$ cat src/rtl/psrq_pkg.sv
// Shared types, constants and index helpers for the position sorted release queue.
// No dependencies; every other file of the block but psrq_ifs uses this package.
package psrq_pkg;

	localparam int DEPTH   = 16;
	localparam int MAX_OUT = 16;
	localparam int IDX_W   = (DEPTH > 1) ? $clog2(DEPTH) : 1;
	localparam int CNT_W   = $clog2(DEPTH + 1);
	localparam int RUN_W   = $clog2(MAX_OUT + 1);

	localparam logic [15:0] SPAWN_COLUMN_RESET = 16'd1800;

	typedef enum logic {
		OP_INSERT  = 1'b0,
		OP_ADVANCE = 1'b1
	} op_e_t;

	typedef enum logic [1:0] {
		RES_ACCEPTED = 2'd0,
		RES_REJECTED = 2'd1,
		RES_RELEASED = 2'd2
	} res_t;

	typedef enum logic [2:0] {
		ST_IDLE,
		ST_INS_RD,
		ST_INS_CHK,
		ST_RESP,
		ST_REL_RD,
		ST_REL_CHK
	} state_t;

	typedef struct packed {
		logic [7:0]  kind;
		logic [15:0] key;
		logic [15:0] row;
	} entry_t;

	typedef struct packed {
		logic             wr_en;
		logic [IDX_W-1:0] wr_addr;
		entry_t           wr_data;
		logic             rd_en;
		logic [IDX_W-1:0] rd_addr;
	} mem_req_t;

	typedef struct packed {
		logic        valid;
		res_t        code;
		logic [7:0]  kind;
		logic [15:0] row;
		logic        last;
	} emit_t;

	function automatic logic [IDX_W-1:0] idx_next(input logic [IDX_W-1:0] p);
		return (p == IDX_W'(DEPTH - 1)) ? '0 : p + 1'b1;
	endfunction

	function automatic logic [IDX_W-1:0] idx_prev(input logic [IDX_W-1:0] p);
		return (p == '0) ? IDX_W'(DEPTH - 1) : p - 1'b1;
	endfunction

	// head plus an offset of at most DEPTH, wrapped once
	function automatic logic [IDX_W-1:0] idx_add(input logic [IDX_W-1:0] p,
			input logic [CNT_W-1:0] n);
		logic [IDX_W+1:0] s;
		s = {2'b00, p} + (IDX_W + 2)'(n);
		if (s >= (IDX_W + 2)'(DEPTH)) begin
			s = s - (IDX_W + 2)'(DEPTH);
		end
		return s[IDX_W-1:0];
	endfunction

endpackage

$ cat src/rtl/psrq_ifs.sv
// Channel interfaces: input items, result beats and the spawn column write channel.
// Depends on nothing; payload widths are fixed by the block's field list.
interface psrq_in_if;
	logic        valid;
	logic        ready;
	logic        operation;
	logic [7:0]  kind_code;
	logic [15:0] position;
	logic [15:0] row;
	modport source(output valid, operation, kind_code, position, row, input ready);
	modport sink(input valid, operation, kind_code, position, row, output ready);
endinterface

interface psrq_out_if;
	logic        valid;
	logic        ready;
	logic [1:0]  result_code;
	logic [7:0]  out_kind;
	logic [15:0] out_column;
	logic [15:0] out_row;
	logic        last_of_run;
	modport source(output valid, result_code, out_kind, out_column, out_row, last_of_run,
		input ready);
	modport sink(input valid, result_code, out_kind, out_column, out_row, last_of_run,
		output ready);
endinterface

interface psrq_cfg_if;
	logic        valid;
	logic        ready;
	logic [15:0] spawn_column;
	modport source(output valid, spawn_column, input ready);
	modport sink(input valid, spawn_column, output ready);
endinterface

$ cat src/rtl/psrq_mem.sv
// Entry store: one write port, one read port, registered read data.
// Depends on psrq_pkg.
module psrq_mem (
	input  logic                clk,
	input  psrq_pkg::mem_req_t  req,
	output psrq_pkg::entry_t    rd_data
);

	psrq_pkg::entry_t mem [psrq_pkg::DEPTH];

	always_ff @(posedge clk) begin
		if (req.wr_en) begin
			mem[req.wr_addr] <= req.wr_data;
		end
	end

	// read data holds while no read is issued
	always_ff @(posedge clk) begin
		if (req.rd_en) begin
			rd_data <= mem[req.rd_addr];
		end
	end

endmodule

$ cat src/rtl/psrq_out.sv
// Result output register and spawn column configuration register.
// Depends on psrq_pkg and psrq_ifs.
module psrq_out (
	input  logic                clk,
	input  logic                arst_n,
	input  psrq_pkg::emit_t     emit,
	output logic                out_free,
	psrq_cfg_if.sink            cfg,
	psrq_out_if.source          result
);

	logic        valid_q;
	logic [15:0] spawn_column_q;
	logic [1:0]  code_q;
	logic [7:0]  kind_q;
	logic [15:0] column_q;
	logic [15:0] row_q;
	logic        last_q;

	assign out_free  = !valid_q || result.ready;
	assign cfg.ready = 1'b1;

	always_ff @(posedge clk or negedge arst_n) begin
		if (!arst_n) begin
			valid_q        <= 1'b0;
			spawn_column_q <= psrq_pkg::SPAWN_COLUMN_RESET;
		end else begin
			if (emit.valid) begin
				valid_q <= 1'b1;
			end else if (result.ready) begin
				valid_q <= 1'b0;
			end
			if (cfg.valid) begin
				spawn_column_q <= cfg.spawn_column;
			end
		end
	end

	always_ff @(posedge clk) begin
		if (emit.valid) begin
			code_q   <= emit.code;
			kind_q   <= emit.kind;
			row_q    <= emit.row;
			last_q   <= emit.last;
			column_q <= (emit.code == psrq_pkg::RES_RELEASED) ? spawn_column_q : 16'd0;
		end
	end

	assign result.valid       = valid_q;
	assign result.result_code = code_q;
	assign result.out_kind    = kind_q;
	assign result.out_column  = column_q;
	assign result.out_row     = row_q;
	assign result.last_of_run = last_q;

endmodule

$ cat src/rtl/psrq_ctrl.sv
// Sequencer: insert by shifting entries up from the tail, release by popping the head.
// Depends on psrq_pkg and psrq_ifs; drives psrq_mem and psrq_out.
module psrq_ctrl (
	input  logic                clk,
	input  logic                arst_n,
	psrq_in_if.sink             item,
	output psrq_pkg::mem_req_t  mem_req,
	input  psrq_pkg::entry_t    rd_data,
	output psrq_pkg::emit_t     emit,
	input  logic                out_free
);

	psrq_pkg::state_t state_q, state_d;

	logic [psrq_pkg::IDX_W-1:0] head_q;
	logic [psrq_pkg::CNT_W-1:0] count_q;
	logic [psrq_pkg::IDX_W-1:0] wptr_q;
	logic [psrq_pkg::CNT_W-1:0] j_q;
	logic [psrq_pkg::RUN_W-1:0] n_q;
	logic                       have_pend_q;
	psrq_pkg::entry_t           new_q;
	psrq_pkg::entry_t           pend_q;
	psrq_pkg::res_t             code_q;

	logic accept, full, more, due, shift, ins_done, pop;

	assign accept = item.valid && item.ready;
	assign full   = (count_q == psrq_pkg::CNT_W'(psrq_pkg::DEPTH));
	assign more   = (count_q != '0) && (n_q < psrq_pkg::RUN_W'(psrq_pkg::MAX_OUT));
	assign due    = (rd_data.key <= new_q.key);

	// next state
	always_comb begin
		state_d = state_q;
		unique case (state_q)
			psrq_pkg::ST_IDLE: begin
				if (accept) begin
					if (item.operation == psrq_pkg::OP_ADVANCE) begin
						state_d = psrq_pkg::ST_REL_RD;
					end else if (full) begin
						state_d = psrq_pkg::ST_RESP;
					end else begin
						state_d = psrq_pkg::ST_INS_RD;
					end
				end
			end
			psrq_pkg::ST_INS_RD: begin
				state_d = (j_q == '0) ? psrq_pkg::ST_RESP : psrq_pkg::ST_INS_CHK;
			end
			psrq_pkg::ST_INS_CHK: begin
				state_d = (rd_data.key > new_q.key) ? psrq_pkg::ST_INS_RD : psrq_pkg::ST_RESP;
			end
			psrq_pkg::ST_RESP: begin
				if (out_free) begin
					state_d = psrq_pkg::ST_IDLE;
				end
			end
			psrq_pkg::ST_REL_RD: begin
				if (more) begin
					state_d = psrq_pkg::ST_REL_CHK;
				end else if (!have_pend_q || out_free) begin
					state_d = psrq_pkg::ST_IDLE;
				end
			end
			psrq_pkg::ST_REL_CHK: begin
				if (!have_pend_q || out_free) begin
					state_d = due ? psrq_pkg::ST_REL_RD : psrq_pkg::ST_IDLE;
				end
			end
			default: state_d = psrq_pkg::ST_IDLE;
		endcase
	end

	// outputs and strobes
	always_comb begin
		item.ready = 1'b0;
		mem_req    = '0;
		emit       = '0;
		shift      = 1'b0;
		ins_done   = 1'b0;
		pop        = 1'b0;
		unique case (state_q)
			psrq_pkg::ST_IDLE: begin
				item.ready = 1'b1;
			end
			psrq_pkg::ST_INS_RD: begin
				if (j_q == '0) begin
					mem_req.wr_en   = 1'b1;
					mem_req.wr_addr = wptr_q;
					mem_req.wr_data = new_q;
					ins_done        = 1'b1;
				end else begin
					mem_req.rd_en   = 1'b1;
					mem_req.rd_addr = psrq_pkg::idx_prev(wptr_q);
				end
			end
			psrq_pkg::ST_INS_CHK: begin
				mem_req.wr_en   = 1'b1;
				mem_req.wr_addr = wptr_q;
				if (rd_data.key > new_q.key) begin
					mem_req.wr_data = rd_data;
					shift           = 1'b1;
				end else begin
					mem_req.wr_data = new_q;
					ins_done        = 1'b1;
				end
			end
			psrq_pkg::ST_RESP: begin
				if (out_free) begin
					emit.valid = 1'b1;
					emit.code  = code_q;
					emit.last  = 1'b1;
				end
			end
			psrq_pkg::ST_REL_RD: begin
				if (more) begin
					mem_req.rd_en   = 1'b1;
					mem_req.rd_addr = head_q;
				end else if (have_pend_q && out_free) begin
					emit.valid = 1'b1;
					emit.code  = psrq_pkg::RES_RELEASED;
					emit.kind  = pend_q.kind;
					emit.row   = pend_q.row;
					emit.last  = 1'b1;
				end
			end
			psrq_pkg::ST_REL_CHK: begin
				if (have_pend_q && out_free) begin
					emit.valid = 1'b1;
					emit.code  = psrq_pkg::RES_RELEASED;
					emit.kind  = pend_q.kind;
					emit.row   = pend_q.row;
					emit.last  = !due;
				end
				pop = due && (!have_pend_q || out_free);
			end
			default: ;
		endcase
	end

	always_ff @(posedge clk or negedge arst_n) begin
		if (!arst_n) begin
			state_q     <= psrq_pkg::ST_IDLE;
			head_q      <= '0;
			count_q     <= '0;
			wptr_q      <= '0;
			j_q         <= '0;
			n_q         <= '0;
			have_pend_q <= 1'b0;
		end else begin
			state_q <= state_d;
			if (accept) begin
				wptr_q      <= psrq_pkg::idx_add(head_q, count_q);
				j_q         <= count_q;
				n_q         <= '0;
				have_pend_q <= 1'b0;
			end
			if (shift) begin
				wptr_q <= psrq_pkg::idx_prev(wptr_q);
				j_q    <= j_q - 1'b1;
			end
			if (ins_done) begin
				count_q <= count_q + 1'b1;
			end
			if (pop) begin
				head_q      <= psrq_pkg::idx_next(head_q);
				count_q     <= count_q - 1'b1;
				n_q         <= n_q + 1'b1;
				have_pend_q <= 1'b1;
			end
		end
	end

	always_ff @(posedge clk) begin
		if (accept) begin
			new_q.kind <= item.kind_code;
			new_q.key  <= item.position;
			new_q.row  <= item.row;
			code_q     <= full ? psrq_pkg::RES_REJECTED : psrq_pkg::RES_ACCEPTED;
		end
		if (pop) begin
			pend_q <= rd_data;
		end
	end

endmodule

$ cat src/rtl/position_sorted_release_queue.sv
// Position sorted release queue: sorted entry store with insert and advance/release.
// Depends on psrq_pkg, psrq_ifs, psrq_mem, psrq_ctrl and psrq_out.
//  item   - input beats. operation 0 inserts (kind_code, position as key, row);
//           operation 1 advances to position and releases every head entry whose
//           key is at or below it (at most 16 per advance).
//  result - output beats. An insert gives one status beat (accepted, or rejected
//           when the queue already holds 16 entries). An advance gives one beat
//           per released entry, each with the spawn column, and last_of_run on the
//           final one; an advance that releases nothing gives no beat.
//  cfg    - writes the spawn column; always ready, applies to beats loaded after the write.
// Entries sit in a ring buffer in a RAM with registered read data; each entry
// visited takes a read state, then a compare and write-back state. An insert
// shifts entries up from the tail until its place is found, then loads its status
// beat; a rejected insert goes straight to its status beat. An advance reads and
// compares head entries in turn and loads one beat per released entry. A new item
// is taken in the cycle after the last beat is loaded; one item at a time.
// Reset empties the queue (count and head cleared, RAM left as is) and sets the
// spawn column to 1800. A stalled receiver holds the sequencer once the output
// register is full; the next item is taken while the last beat waits there.
module position_sorted_release_queue (
	input  logic        clk,
	input  logic        arst_n,
	psrq_in_if.sink     item,
	psrq_out_if.source  result,
	psrq_cfg_if.sink    cfg
);

	psrq_pkg::mem_req_t mem_req;
	psrq_pkg::entry_t   rd_data;
	psrq_pkg::emit_t    emit;
	logic               out_free;

	psrq_mem u_mem (
		.clk     (clk),
		.req     (mem_req),
		.rd_data (rd_data)
	);

	psrq_ctrl u_ctrl (
		.clk      (clk),
		.arst_n   (arst_n),
		.item     (item),
		.mem_req  (mem_req),
		.rd_data  (rd_data),
		.emit     (emit),
		.out_free (out_free)
	);

	psrq_out u_out (
		.clk      (clk),
		.arst_n   (arst_n),
		.emit     (emit),
		.out_free (out_free),
		.cfg      (cfg),
		.result   (result)
	);

endmodule

$ cat src/flat_wrapper.sv
// flat-port wrapper written by rule: the top's interface ports become plain ports
module position_sorted_release_queue_flat 
  (clk, arst_n, item_valid, item_operation, item_kind_code, item_position, item_row, item_ready, result_valid, result_result_code, result_out_kind, result_out_column, result_out_row, result_last_of_run, result_ready, cfg_valid, cfg_spawn_column, cfg_ready);
  psrq_in_if item_i ();
  psrq_out_if result_i ();
  psrq_cfg_if cfg_i ();
  input  logic clk;
  input  logic arst_n;
  input wire logic [$bits(item_i.valid)-1:0] item_valid;
  input wire logic [$bits(item_i.operation)-1:0] item_operation;
  input wire logic [$bits(item_i.kind_code)-1:0] item_kind_code;
  input wire logic [$bits(item_i.position)-1:0] item_position;
  input wire logic [$bits(item_i.row)-1:0] item_row;
  output wire logic [$bits(item_i.ready)-1:0] item_ready;
  output wire logic [$bits(result_i.valid)-1:0] result_valid;
  output wire logic [$bits(result_i.result_code)-1:0] result_result_code;
  output wire logic [$bits(result_i.out_kind)-1:0] result_out_kind;
  output wire logic [$bits(result_i.out_column)-1:0] result_out_column;
  output wire logic [$bits(result_i.out_row)-1:0] result_out_row;
  output wire logic [$bits(result_i.last_of_run)-1:0] result_last_of_run;
  input wire logic [$bits(result_i.ready)-1:0] result_ready;
  input wire logic [$bits(cfg_i.valid)-1:0] cfg_valid;
  input wire logic [$bits(cfg_i.spawn_column)-1:0] cfg_spawn_column;
  output wire logic [$bits(cfg_i.ready)-1:0] cfg_ready;
  assign item_i.valid = item_valid;
  assign item_i.operation = item_operation;
  assign item_i.kind_code = item_kind_code;
  assign item_i.position = item_position;
  assign item_i.row = item_row;
  assign item_ready = item_i.ready;
  assign result_valid = result_i.valid;
  assign result_result_code = result_i.result_code;
  assign result_out_kind = result_i.out_kind;
  assign result_out_column = result_i.out_column;
  assign result_out_row = result_i.out_row;
  assign result_last_of_run = result_i.last_of_run;
  assign result_i.ready = result_ready;
  assign cfg_i.valid = cfg_valid;
  assign cfg_i.spawn_column = cfg_spawn_column;
  assign cfg_ready = cfg_i.ready;
  position_sorted_release_queue u_core (.clk(clk), .arst_n(arst_n), .item(item_i), .result(result_i), .cfg(cfg_i));
endmodule
$ cat config.mk
export PLATFORM = sky130hd
export DESIGN_NAME = position_sorted_release_queue_flat
export DESIGN_NICKNAME = d
export VERILOG_FILES = /design/src/rtl/psrq_pkg.sv /design/src/rtl/psrq_ifs.sv /design/src/rtl/psrq_mem.sv /design/src/rtl/psrq_out.sv /design/src/rtl/psrq_ctrl.sv /design/src/rtl/position_sorted_release_queue.sv /design/src/flat_wrapper.sv
export SDC_FILE = /design/constraint.sdc
export NUM_CORES = 1
export LEC_CHECK = 0
export ABC_AREA = 1
export BUFFER_PORTS_ARGS = -buffer_cell sky130_fd_sc_hd__buf_2
export CAP_MARGIN = 20
export CELL_PAD_IN_SITES_DETAIL_PLACEMENT = 0
export CELL_PAD_IN_SITES_GLOBAL_PLACEMENT = 1
export CORE_UTILIZATION = 35
export DETAILED_ROUTE_END_ITERATION = 10
export HOLD_SLACK_MARGIN = 0.15
export PLACE_DENSITY = 0.65
export SLEW_MARGIN = 10
export SYNTH_ARGS = -nofsm -noshare
export SYNTH_HDL_FRONTEND = slang
export SYNTH_SLANG_ARGS = --single-unit
$ cat constraint.sdc
create_clock -name clk -period 4.8 [get_ports clk]
set_clock_uncertainty 0.1 [all_clocks]
set_input_delay 0.24 -clock clk [delete_from_list [all_inputs] [get_ports clk]]
set_output_delay 0.24 -clock clk [all_outputs]
set_load 0.01 [all_outputs]
# Word level (Yosys, flattened, before mapping)
# Memory sizes are Yosys's and may differ from the RTL's. A register that Yosys moved wholly into a read port is not among the register bits.
# Cells that the tools add are included.
dict set report op_classes {
  add_sub_neg 8
  n_mul 0
  n_div 0
  n_lt_le_gt_ge 4
  eq_ne 12
  shift 0
  n_mux 50
  n_bitwise 0
  n_reduce_logical 18
}
# operator n
set ops {}
lappend ops {{$pmux W45 S2} 1}
lappend ops {{$mux W28} 3}
lappend ops {{$pmux W24 S2} 1}
lappend ops {{$mux W45} 1}
lappend ops {{$mux W40} 1}
lappend ops {{$mux W5} 8}
lappend ops {{$mux W3} 8}
lappend ops {{$mux W4} 5}
lappend ops {{$pmux W3 S6} 1}
lappend ops {{$gt A16 B16 Y1} 1}
lappend ops {{$le A16 B16 Y1} 1}
lappend ops {{$mux W1} 15}
lappend ops {{$add A5 B1 Y5 const B} 2}
lappend ops {{$pmux W5 S2} 1}
lappend ops {{$sub A5 B1 Y5 const B} 2}
lappend ops {{$pmux W3 S3} 1}
lappend ops {{$reduce_bool A2 Y1} 4}
lappend ops {{$sub A4 B1 Y4 const B} 2}
lappend ops {{$add A4 B5 Y6} 1}
lappend ops {{$eq A3 B2 Y1 const B} 2}
lappend ops {{$eq A3 B3 Y1 const B} 2}
lappend ops {{$ge A6 B5 Y1 const B} 1}
lappend ops {{$ne A2 B2 Y1 const B} 3}
lappend ops {{$eq A5 B5 Y1 const B} 1}
lappend ops {{other kinds (17)} 24}
dict set report totals {
  regBits 153
  latch_bits 0
  ramBits 640
  mem_bits_ro 0
  out_inout_bits 46
  memories 1
}
# memory words width rd rd_ports_with_merged_regs write_ports line
set mem_list {}
lappend mem_list {u_core.u_mem.mem 16 40 1 1 1 psrq_mem.sv:9} ;# psrq_pkg::entry_t mem [psrq_pkg::DEPTH];

# Logic depth before layout (Yosys ltp)
# Gate-level depths: netlist (run 1).
dict set report logic_depth {
  word_depth 7
  depth_mapped 22
  depth_no_buf 22
}

# By module
# Synthesis (run 1) repeated with hierarchy kept, for this count alone.
dict set report unflattened {
  hier_cells 3296
  hier_area_um2 35763.0
}
# mod instances cells_per_inst area_per_inst_um2 seq_area_each_um2
set by_module_without_submodules {}
lappend by_module_without_submodules {psrq_mem 1 2644 28678.8 20419.6}
lappend by_module_without_submodules {psrq_ctrl 1 499 4914.7 2627.5}
lappend by_module_without_submodules {psrq_out 1 153 2169.6 1721.7}

# Worst setup path after synthesis (run 1)
# No wires, ideal clock.
dict set report synth_timing {
  path_kind {reg-to-reg}
  start {reg u_core.u_ctrl.j_q[0] (netlist name)}
  end {mem u_core.u_mem.mem[0][0] (netlist name), enable pin}
  setup_time_ns 0.487
  t_arrival_ns 3.976
  required_ns 4.213
  setup_slack_ns 0.237
  path_stages_with_launch 8
  n_path_buf 0
  synth_period_minus_slack_ns 4.563
  path_cell_list {dfrtp_1 inv_1 ha_1 nand3b_1 nor2_1 nor2_1 a21oi_1 nor3_1}
}
dict set report synth_between {
  elab_chain_len 5
}
# item line
set synth_lines {}
lappend synth_lines {{from (decl)} psrq_ctrl.sv:18} ;# logic [psrq_pkg::CNT_W-1:0] j_q;
lappend synth_lines {{from (signal assigned)} psrq_ctrl.sv:154} ;# j_q <= count_q;
lappend synth_lines {{from (signal assigned)} psrq_ctrl.sv:160} ;# j_q <= j_q - 1'b1;
lappend synth_lines {{$logic_not A5 Y1 *} psrq_ctrl.sv:87} ;# if (j_q == '0) begin
lappend synth_lines {{$mux W45 *} psrq_ctrl.sv:87}
lappend synth_lines {{$pmux W45 S2 *} psrq_ctrl.sv:82} ;# unique case (state_q)
lappend synth_lines {{$mux W1} psrq_mem.sv:12} ;# if (req.wr_en) begin
lappend synth_lines {{$mux W1 (not written as such)} psrq_mem.sv:13} ;# mem[req.wr_addr] <= req.wr_data;
lappend synth_lines {{to (decl)} psrq_mem.sv:9}
# Every way passes the cells marked *; elsewhere a longest branch is shown, timed or not.

# Worst setup path after layout (run 1)
dict set report layout_timing {
  start {reg u_core.u_mem.rd_data[31] (netlist name)}
  end {reg u_core.u_ctrl.count_q[4] (netlist name)}
}
dict set report layout_between {
  elab_chain_len 4
}
# item line
set layout_lines {}
lappend layout_lines {{$le A16 B16 Y1 *} psrq_ctrl.sv:30} ;# assign due = (rd_data.key <= new_q.key);
lappend layout_lines {{$logic_and A1 B1 Y1 *} psrq_ctrl.sv:135} ;# pop = due && (!have_pend_q || out_free);
lappend layout_lines {{$mux W1 *} psrq_ctrl.sv:82}
lappend layout_lines {{net u_core.u_ctrl.pop} psrq_ctrl.sv:25} ;# logic accept, full, more, due, shift, ins_done, pop;
lappend layout_lines {{$mux W5 or $reduce_bool A2 Y1 (tied branches)} --}
lappend layout_lines {{to (signal assigned)} psrq_ctrl.sv:163} ;# count_q <= count_q + 1'b1;
lappend layout_lines {{to (signal assigned)} psrq_ctrl.sv:167} ;# count_q <= count_q - 1'b1;
lappend layout_lines {{to (decl)} psrq_ctrl.sv:16} ;# logic [psrq_pkg::CNT_W-1:0] count_q;
# The timed path passes the listed nets; every way through them passes the cells marked *.
# A chain may end at the register's enable or synchronous reset.

==> results of run 1 <==
[area by class of cell]
class / instances / area, sq um
antenna: 1 / 2.50
inverter: 512 / 1930
tap: 1357 / 1700
multi-input combinational: 1682 / 8450
timing repair buffer: 275 / 2340
sequential: 832 / 24800
clock buffer: 114 / 2340
clock inverter: 48 / 402
fill: 9484 / 58600
[state kept, by name (all words and copies together), names as in the netlist]
register / count
u_core.u_mem.mem: 640
u_core.u_ctrl.new_q: 40
u_core.u_mem.rd_data: 40
u_core.u_ctrl.pend_q: 24
u_core.u_out.result.out_column: 16
u_core.u_out.result.out_row: 16
u_core.u_out.spawn_column_q: 16
u_core.u_out.result.out_kind: 8
u_core.u_ctrl.count_q: 5
u_core.u_ctrl.j_q: 5
u_core.u_ctrl.n_q: 5
u_core.u_ctrl.head_q: 4
u_core.u_ctrl.wptr_q: 4
u_core.u_ctrl.state_q: 3
u_core.u_out.result.result_code: 2
u_core.u_ctrl.code_q: 1
u_core.u_ctrl.have_pend_q: 1
u_core.u_out.result.last_of_run: 1
u_core.u_out.result.valid: 1
[how the worst max path moves through the flow]
stage / cells past startpoint / to / start / slack, ns
2_1_floorplan: 7 / u_core.u_mem.mem[0][0] / u_core.u_ctrl.j_q[0] / 0.24
3_3_place_gp: 14 / u_core.u_ctrl.count_q[4] / u_core.u_mem.rd_data[31] / 1.17
3_5_place_dp: 14 / u_core.u_ctrl.count_q[4] / u_core.u_mem.rd_data[31] / 1.14
4_1_cts: 14 / u_core.u_ctrl.count_q[4] / u_core.u_mem.rd_data[31] / 1.13
5_1_grt: 14 / u_core.u_ctrl.count_q[4] / u_core.u_mem.rd_data[31] / 0.75
6_report: 14 / u_core.u_ctrl.count_q[4] / u_core.u_mem.rd_data[31] / 1.11
[cells by family after synthesis]
logic type / count (synthesis) / share of synthesized area
AO/OA/AOI/OAI: 114 / 0.0168
XOR/XNOR: 12 / 0.00295
adder cells (fa/ha/maj): 29 / 0.0106
buffers and inverters: 673 / 0.0740
flip-flops: 832 / 0.694
other: 1 / 0.000105
AND/OR/NAND/NOR: 1526 / 0.201
[layer usage]
metal | wire [um] | vias up | track usage
met5 | 0 | - | 0
met3 | 5470 | 137 | 0.0302
li1 | - | 11097 | -
met2 | 45400 | 691 | 0.309
met1 | 45400 | 11426 | 0.268
met4 | 2170 | 0 | 0.0521
[through the flow]
| stage | power (uW) | utilization |
|---|---|---|
| 6_report | 25100 | 0.417 |
| 5_1_grt | 26500 | 0.417 |
| 4_1_cts | 25300 | 0.417 |
| 3_5_place_dp | 18600 | 0.380 |
| 3_3_place_gp | 18500 | 0.380 |
| 2_1_floorplan | 15300 | - |
[what timing repair did]
item                                   in CTS  in global routing
endpoints found under the hold margin     107                  0
setup endpoints to repair                   0                  0
hold buffers                               95                  0
[layout by cell type (no fill, tap or decap), types with 11 or more instances in the layout]
master and count:
nor2_1 67, clkinv_2 19, clkinv_1 15, nand3_1 543, ha_1 27, o21ai_1 37, clkbuf_16 89, nor2_4 17
nand3b_1 161, buf_4 50, dfrtp_1 40, o21ai_0 55, edfxtp_1 788, inv_1 503, or2_1 25, a21oi_1 11
nand2_1 676, or2_2 11, buf_12 23, buf_2 106, dlygate4sd3_1 95, clkbuf_1 23
[power by group through the flow]
stage | sequential, uW | clock [uW] | combinational [uW]
floorplan | 10100 | 0 | 5280
global placement | 10100 | 0 | 8380
detailed placement | 10100 | 0 | 8420
CTS | 9990 | 6740 | 8540
global route | 10100 | 7000 | 9380
finish | 10000 | 6600 | 8460
==> results.toml, run 1 <==
[status]
run_status = "finished, final reports clean"

[final_layout]
fin_nets = 3483
area_delta_synth_final_pct = 17.6
drive_above_1_share = 0.104
final_cells = 4821
fin_area_sq_mm = 0.0419

[global_route]
grt-ovfl-total = 0
grt_pass1_vias = 22506
antenna_found_initial = 2
grt_pass1_wl_mm = 147
track_usage = 0.192
grt_start_max_net_pins = 134

[worst_setup_path]
crit_path_top_delay_cell = "nor3_1"
start_kind = "flip-flop"
endpoint_kind = "flip-flop"
path_cells = "ha_1 > nand2_1 > nor3_1 > nand2_1 > nand2_1 > nand2_1 > nand3_2 > clkinv_1 > ha_1 > a21o_1 > a31oi_1 > nand4_1 > nand3_1 > nand2_1"
path_class = "reg2reg"
r2r_slack_ns = 1.11
r2r_cells = 14
path_common_cell = "nand2_1"
path_max_fanout = 10
crit_required_ns = 5.26
crit_family = "simple AND/OR/NAND/NOR gates"
slowest_delay_ns = 0.42
reg2reg_from = "u_core.u_mem.rd_data[31]"
crit_arrival_ns = 4.15
r2r-end = "u_core.u_ctrl.count_q[4]"
crit_buf_inv = 1

[synth]
syn_area_sq_mm = 0.0357
synth_edf_count = 788
synth_area_leaders = "edfxtp_1, nand3_1, nand2_1"
yosys_most_used_dff = "edfxtp_1"
ys_seq_area_frac = 0.694
async_flop_share = 0.0529
avgSynthCellArea_sq_um = 11.2
synth-seq-cells = 832
yosysWarnings = 0
synth_nets = 3278
synth_area_leader_cell = "edfxtp_1"
synth_cell_types = 41
synth_common_cells = "edfxtp_1, nand2_1, nand3_1"
synth.most_common_cell = "edfxtp_1"
yosys.area.top_type_share = 0.663
synth_cells = 3187

[die]
dieHeight_um = 321
initial_utilization = 0.355
chipWidth_um = 321
rows = 116
ioPinCount = 108
coreArea_sq_mm = 0.101
dieArea_sq_mm = 0.103

[drt]
via_count = 23351
drc = 0
first_pass_iters = 5
routed_wl_mm = 98.5
drtIter0Drc = 1756
vias_per_cell = 4.84
wl_per_cell_um = 20.4
antenna_left = 0

[clock_tree]
post_cts_buffers = 0
cts.path.max_buffers = 3
cts_root_buffer = "clkbuf_16"
clkTransAtPathRegs_ns = 0.06
cts_made_buffers = 89
htreeDepth = 3
clk_latency_ns = 0.67
cts_tree = "yes"
cts.repair.resized = 0
cts.sinks = 832

[placement]
detailedPlace.worstSlack_ns = 1.14
place_area_sq_mm = 0.0382
dp_hpwl_mm = 51.2
place_inst = 4563
place.gp.congestion = 0.759
port_buffers = 106

[sta]
holdWs_ns = 0.205
fmax_ghz = 0.271
maxSlewHeadroom = 0.312
maxSlewViolCount = 0
hold_viol_final = 0
setup_slack_ns = 1.11
tightest_slew_ns = 1.03
fin_tns_setup_ns = 0
finalCritPeriodShare = 0.769
rsz0062_at_grt = "no"
setup-violations-final = 0
fin_crit_ns = 3.69

[hold_path]
hp-class = "in2reg"
hold_depth = 2
min_to = "u_core.u_ctrl.new_q[19]"
min_from = "item_position[3]"

[power]
vdd_ir_drop_max_uv = 482
sequentialPowerShare = 0.399
power_switching_uw = 9280
pwr-share-comb = 0.338
sw_frac_of_total = 0.370
power_frac_clock = 0.263
powerDensity_mw_per_mm2 = 597
p_int_uw = 15800
power.static_leakage_uw = 0.0167

[run]
drv_cap = 0
(Power assumes the default switching activity.)
==> run 2: changes to the inputs <==
--- a/config.mk
+++ b/config.mk
@@ -5,7 +5,7 @@
 export SDC_FILE = /design/constraint.sdc
 export NUM_CORES = 1
 export LEC_CHECK = 0
-export ABC_AREA = 1
+export ABC_AREA = 0
 export BUFFER_PORTS_ARGS = -buffer_cell sky130_fd_sc_hd__buf_2
 export CAP_MARGIN = 20
 export CELL_PAD_IN_SITES_DETAIL_PLACEMENT = 0
@@ -13,7 +13,7 @@
 export CORE_UTILIZATION = 35
 export DETAILED_ROUTE_END_ITERATION = 10
 export HOLD_SLACK_MARGIN = 0.15
-export PLACE_DENSITY = 0.65
+export PLACE_DENSITY = 0.61
 export SLEW_MARGIN = 10
 export SYNTH_ARGS = -nofsm -noshare
 export SYNTH_HDL_FRONTEND = slang
==> constraint.sdc (replaced) <==
create_clock -name clk -period 3.8 [get_ports clk]
set_clock_uncertainty 0.1 [all_clocks]
set_input_delay 0.19 -clock clk [delete_from_list [all_inputs] [get_ports clk]]
set_output_delay 0.19 -clock clk [all_outputs]
set_load 0.01 [all_outputs]
==> run 2 against run 1 <==
Sequential power increased by 23%. Worst hold slack got worse by 0.018 ns. Synthesized cell count shrank 26%. Critical path type unchanged. Core utilization rose by 1.0 points.
==> results.toml, run 2 <==
[final_layout]
seq_area_sq_mm = 0.0248
antenna_cells = 0
drive_above_1_share = 0.142
final_cells = 3910
top_regs = "u_core.u_mem.mem (640), u_core.u_ctrl.new_q (40), u_core.u_mem.rd_data (40)"
mostFrequentLayoutCells = "edfxtp_1, nand2_1, nand3_1"
area_delta_synth_final_pct = 20.4
largest_reg_flops = 640
largest-register = "u_core.u_mem.mem"
fin_nets = 2690
final_common_cell = "edfxtp_1"
fill_cells = 8314
multi_input_area_sq_mm = 0.00746

[worst_setup_path]
crit_required_ns = 4.21
path_max_fanout = 4
slowest_delay_ns = 0.40
crit_buf_inv = 3
path_cells = "ha_1 > a21oi_1 > o22ai_1 > a211o_1 > a221oi_2 > buf_4 > o2111ai_1 > buf_4 > fa_1 > inv_1 > a21o_1 > a21oi_1 > mux2i_1 > xnor2_1"
endpoint_kind = "flip-flop"
crit_arrival_ns = 3.91
start_kind = "flip-flop"
crit_path_top_delay_cell = "edfxtp_1"
crit_family = "compound AO/OA/AOI/OAI gates"
path_class = "reg2reg"

[placement]
dp_hpwl_mm = 45.4
place.gp.congestion = 0.773
place_inst = 3652
detailedPlace.worstSlack_ns = 0.162
port_buffers = 106

[sta]
hold_viol_final = 0
maxSlewViolCount = 0
finalCritPeriodShare = 0.921
fin_tns_setup_ns = 0
tightest_slew_ns = 0.911
setup-violations-final = 0
setup_slack_ns = 0.301
fmax_ghz = 0.286
maxSlewHeadroom = 0.390
holdWs_ns = 0.187
rsz0062_at_grt = "yes"
fin_crit_ns = 3.50

[synth]
synth_common_cells = "edfxtp_1, nand2_1, nand3_1"
synth-seq-cells = 832
yosysWarnings = 0
syn_area_sq_mm = 0.0327
synth_nets = 2442
synth_cell_types = 60
synth_cells = 2351
synth_edf_count = 788
synth.most_common_cell = "edfxtp_1"
yosys.area.top_type_share = 0.724
avgSynthCellArea_sq_um = 13.9
synth_area_leader_cell = "edfxtp_1"
yosys_most_used_dff = "edfxtp_1"
ys_seq_area_frac = 0.758
synth_area_leaders = "edfxtp_1, nand2_1, nand3_1"
async_flop_share = 0.0529

[power]
sw_frac_of_total = 0.342
vdd_ir_drop_max_uv = 484
power.static_leakage_uw = 0.0140
p_int_uw = 19300
pwr-share-comb = 0.301
power_switching_uw = 10000
powerDensity_mw_per_mm2 = 746
sequentialPowerShare = 0.420
power_frac_clock = 0.279

[clock_tree]
cts_tree = "yes"
cts_made_buffers = 89
clkTransAtPathRegs_ns = 0.06
cts_root_buffer = "clkbuf_16"
htreeDepth = 3
cts.path.max_buffers = 3
cts.sinks = 832
clk_latency_ns = 0.65

[die]
coreArea_sq_mm = 0.0921
initial_utilization = 0.355
dieHeight_um = 308
ioPinCount = 108
dieArea_sq_mm = 0.0946
rows = 111
chipWidth_um = 308

[drt]
first_pass_iters = 5
drc = 0
drtIter0Drc = 1759
via_count = 19980
antenna_left = 0
routed_wl_mm = 86.8
wl_per_cell_um = 22.2
vias_per_cell = 5.11

[global_route]
grt_pass1_wl_mm = 128
track_usage = 0.182
antenna_found_initial = 2
grt-ovfl-total = 0
grtUsageMet2 = 0.286
grt_pass1_vias = 19487
grt_util_met3 = 0.0280
gr-max-usage-layer = "met2"
gr-usage-met1 = 0.265
grt_start_max_net_pins = 106

[hold_path]
hp-class = "in2reg"

[run]
drv_cap = 0

[status]
run_status = "finished, final reports clean"
==> run 2: cell types whose count changed after synthesis, sizes merged, moves of 41 or more <==
cell / change
inv: -477
nand3: -306
nand3b: -161
o21ai: -78
nand2: -65
nor2: -48
and2: +47
buf: -45
a22o: +42
or2: -41
==> run 2: cell type report <==
| type | count | area share |
|---|---|---|
| clock buffers | 120 | 0.0619 |
| clock inverters | 39 | 0.00859 |
| inverters | 35 | 0.00334 |
| multi-input cells | 1349 | 0.190 |
| flip-flops and latches | 832 | 0.630 |
| well taps | 1243 | 0.0395 |
| repair buffers | 292 | 0.0674 |
==> run 2: final timing paths <==
| kind | startpoint | to | slack, ns | cells past startpoint |
|---|---|---|---|---|
| setup / recovery | u_core.u_mem.rd_data[23] | u_core.u_ctrl.count_q[4] | 0.30 | 14 |
| hold / removal | item_row[15] | u_core.u_ctrl.new_q[15] | 0.19 | 2 |
| hold reg to reg | u_core.u_mem.rd_data[8] | u_core.u_ctrl.pend_q[8] | 0.36 | 0 |
| max in group asynchronous | arst_n | u_core.u_out.spawn_column_q[3] | 2.62 | 4 |
| setup reg to reg | u_core.u_mem.rd_data[23] | u_core.u_ctrl.count_q[4] | 0.30 | 14 |
| min in group asynchronous | arst_n | u_core.u_out.spawn_column_q[7] | 0.45 | 3 |
==> run 2: routing by layer <==
metal / share of wire / vias up
met1: 0.46 / 10104
met5: 0 / -
met4: 0.019 / 0
li1: - / 9182
met3: 0.054 / 114
met2: 0.46 / 580
==> run 2: cells by family after synthesis <==
kind of cell	share of synthesized area
simple gates	0.135
fa+ha+maj	0.0116
xor+xnor	0.00241
flops	0.758
compound gates	0.0538
buf+inv	0.0212
mux	0.0185
other cells	0.000115
==> run 2: worst register-to-register path, cell delays in order (launching register included) <==
cell,delay (ns)
edfxtp_1,0.40
ha_1,0.33
a21oi_1,0.15
o22ai_1,0.09
a211o_1,0.28
a221oi_2,0.37
buf_4,0.23
o2111ai_1,0.21
buf_4,0.22
fa_1,0.40
inv_1,0.07
a21o_1,0.12
a21oi_1,0.07
mux2i_1,0.19
xnor2_1,0.13
==> run 2: power by group through the flow <==
| stage | combinational (uW) | clock (uW) | sequential (uW) |
|---|---|---|---|
| after global placement | 8660 | 0 | 12500 |
| final | 8830 | 8190 | 12300 |
| after detailed placement | 8770 | 0 | 12500 |
| after global routing | 9770 | 8700 | 12400 |
| after CTS | 8900 | 8390 | 12300 |
| after floorplan | 5490 | 0 | 12300 |
==> run 2: what timing repair did <==
action                                 CTS  global route
setup buffers                            0             0
resized for setup                        0            12
setup endpoints to repair                0           341
hold buffers                            97             1
endpoints found under the hold margin  106            10
==> run 2: per-stage QoR <==
| step | cell area (sq um) | power (uW) | util |
|---|---|---|---|
| floorplan | 32700 | 17800 | - |
| global placement | 35500 | 21100 | 0.386 |
| detailed placement | 35500 | 21300 | 0.386 |
| CTS | 39300 | 29600 | 0.427 |
| global route | 39300 | 30900 | 0.427 |
| finish | 39300 | 29300 | 0.427 |
==> run 3: changes to the inputs <==
==> constraint.sdc (replaced) <==
create_clock -name clk -period 4.13 [get_ports clk]
set_clock_uncertainty 0.1 [all_clocks]
set_input_delay 0.2065 -clock clk [delete_from_list [all_inputs] [get_ports clk]]
set_output_delay 0.2065 -clock clk [all_outputs]
set_load 0.01 [all_outputs]
==> run 3 against run 2 <==
Worst setup slack gained 0.32 ns. First-iteration DRC count grew 4.8%. Count of clock-buffer cells in the layout shrank 10.
==> results.toml, run 3 (synthesis gave the netlist of run 2 again) <==
[status]
run_status = "finished, final reports clean"

[hold_path]
hp-class = "in2reg"
hold_depth = 2

[sta]
maxSlewViolCount = 0
finalCritPeriodShare = 0.849
maxSlewHeadroom = 0.471
rsz0062_at_grt = "no"
hold_viol_final = 0
fmax_ghz = 0.285
fin_tns_setup_ns = 0
fin_crit_ns = 3.51
tightest_slew_ns = 0.791
setup-violations-final = 0

[final_layout]
top_regs = "u_core.u_mem.mem (640), u_core.u_ctrl.new_q (40), u_core.u_mem.rd_data (40)"
final_core_util = 0.428
fin_area_sq_mm = 0.0394
largest-register = "u_core.u_mem.mem"
area_delta_synth_final_pct = 20.6
fin_nets = 2669
final_common_cell = "edfxtp_1"
drive_above_1_share = 0.139
final_cells = 3900
largest_reg_flops = 640
antenna_cells = 0
mostFrequentLayoutCells = "edfxtp_1, nand2_1, nand3_1"

[die]
chipWidth_um = 308
ioPinCount = 108
initial_utilization = 0.355
dieHeight_um = 308
coreArea_sq_mm = 0.0921
dieArea_sq_mm = 0.0946
rows = 111

[global_route]
gr-max-usage-layer = "met2"
grtUsageMet2 = 0.290
grt_start_max_net_pins = 128
grt_pass1_vias = 19591
grt_util_met3 = 0.0258
antenna_found_initial = 1
track_usage = 0.181
gr-usage-met1 = 0.256
grt_pass1_wl_mm = 127
grt-ovfl-total = 0

[drt]
routed_wl_mm = 85.8
drc = 0
antenna_left = 0
via_count = 19963
wl_per_cell_um = 22.0
drtIter0Drc = 1844
vias_per_cell = 5.12
first_pass_iters = 7

[worst_setup_path]
path_cells = "nand2b_1 > nor3_1 > a22oi_1 > nor2_4 > buf_12 > a32oi_1 > a31oi_1 > a21oi_1"
crit_required_ns = 4.37
slowest_delay_ns = 0.67
crit_arrival_ns = 3.74
path_class = "reg2reg"
path_max_fanout = 33
crit_path_top_delay_cell = "dfrtp_1"
endpoint_kind = "flip-flop"
start_kind = "flip-flop"
r2r_cells = 8

[placement]
place.gp.congestion = 0.758
place_inst = 3629
dp_hpwl_mm = 43.5
port_buffers = 106
place_area_sq_mm = 0.0353

[power]
powerDensity_mw_per_mm2 = 703
vdd_ir_drop_max_uv = 605
power.static_leakage_uw = 0.0141

[clock_tree]
clk_latency_ns = 0.66
post_cts_buffers = 0
cts_tree = "yes"
cts_root_buffer = "clkbuf_16"
cts.sinks = 832
cts_made_buffers = 91
htreeDepth = 3
cts.path.max_buffers = 3
clkTransAtPathRegs_ns = 0.06

[run]
drv_cap = 0
run 3: timing repair:
action,CTS,global route
setup endpoints to repair,0,0
hold buffers,97,1
endpoints found under the hold margin,103,12
gates resized for setup,0,0
run 3: area by class of cell:
| type | instances | area, sq um |
|---|---|---|
| clock buffers | 110 | 2400 |
| clock inverters | 62 | 706 |
| fillers | 8329 | 52700 |
| inverters | 35 | 131 |
| multi-input cells | 1349 | 7430 |
| flip-flops and latches | 832 | 24800 |
| well taps | 1243 | 1560 |
| repair buffers | 269 | 2410 |
run 3: per-layer routing:
metal	up-vias	share of wire
li1	9156	-
met1	10050	0.46
met2	639	0.46
met3	118	0.055
met4	0	0.020
met5	-	0
run 3: metrics by stage:
step           total power [uW]  hold WS [ns]  setup WS (ns)
4_1_cts                   28000         0.151          0.661
6_report                  27700         0.178          0.622
3_5_place_dp              19400         0.285          0.719
5_1_grt                   29100         0.170          0.357
3_3_place_gp              19400         0.283          0.739
2_1_floorplan             16400        -0.189          0.612
run 3: final timing paths:
path                                               start                              to  slack, ns
worst max register to register  u_core.u_ctrl.state_q[0]        u_core.u_mem.rd_data[32]       0.62
worst max-delay path            u_core.u_ctrl.state_q[0]        u_core.u_mem.rd_data[32]       0.62
worst min register to register  u_core.u_mem.rd_data[36]        u_core.u_ctrl.pend_q[36]       0.36
worst min-delay path                   item_kind_code[0]         u_core.u_ctrl.new_q[32]       0.18
min in group asynchronous                         arst_n  u_core.u_out.spawn_column_q[5]       0.47
max in group asynchronous                         arst_n  u_core.u_out.spawn_column_q[3]       2.89
run 3: worst max-delay path, delay by kind of cell, from the launching register on:
family	cells	cell delay [ns]
buffers and inverters	1	0.33
flip-flops	1	0.67
AO/OA/AOI/OAI	4	0.75
AND/OR/NAND/NOR	3	1.33
run 3: where the power goes:
part	internal (uW)	leakage, uW	switching [uW]	total [uW]
registers	10800	0.00782	532	11400
logic	2500	0.00473	5450	7950
clock network	4990	0.00152	3380	8370
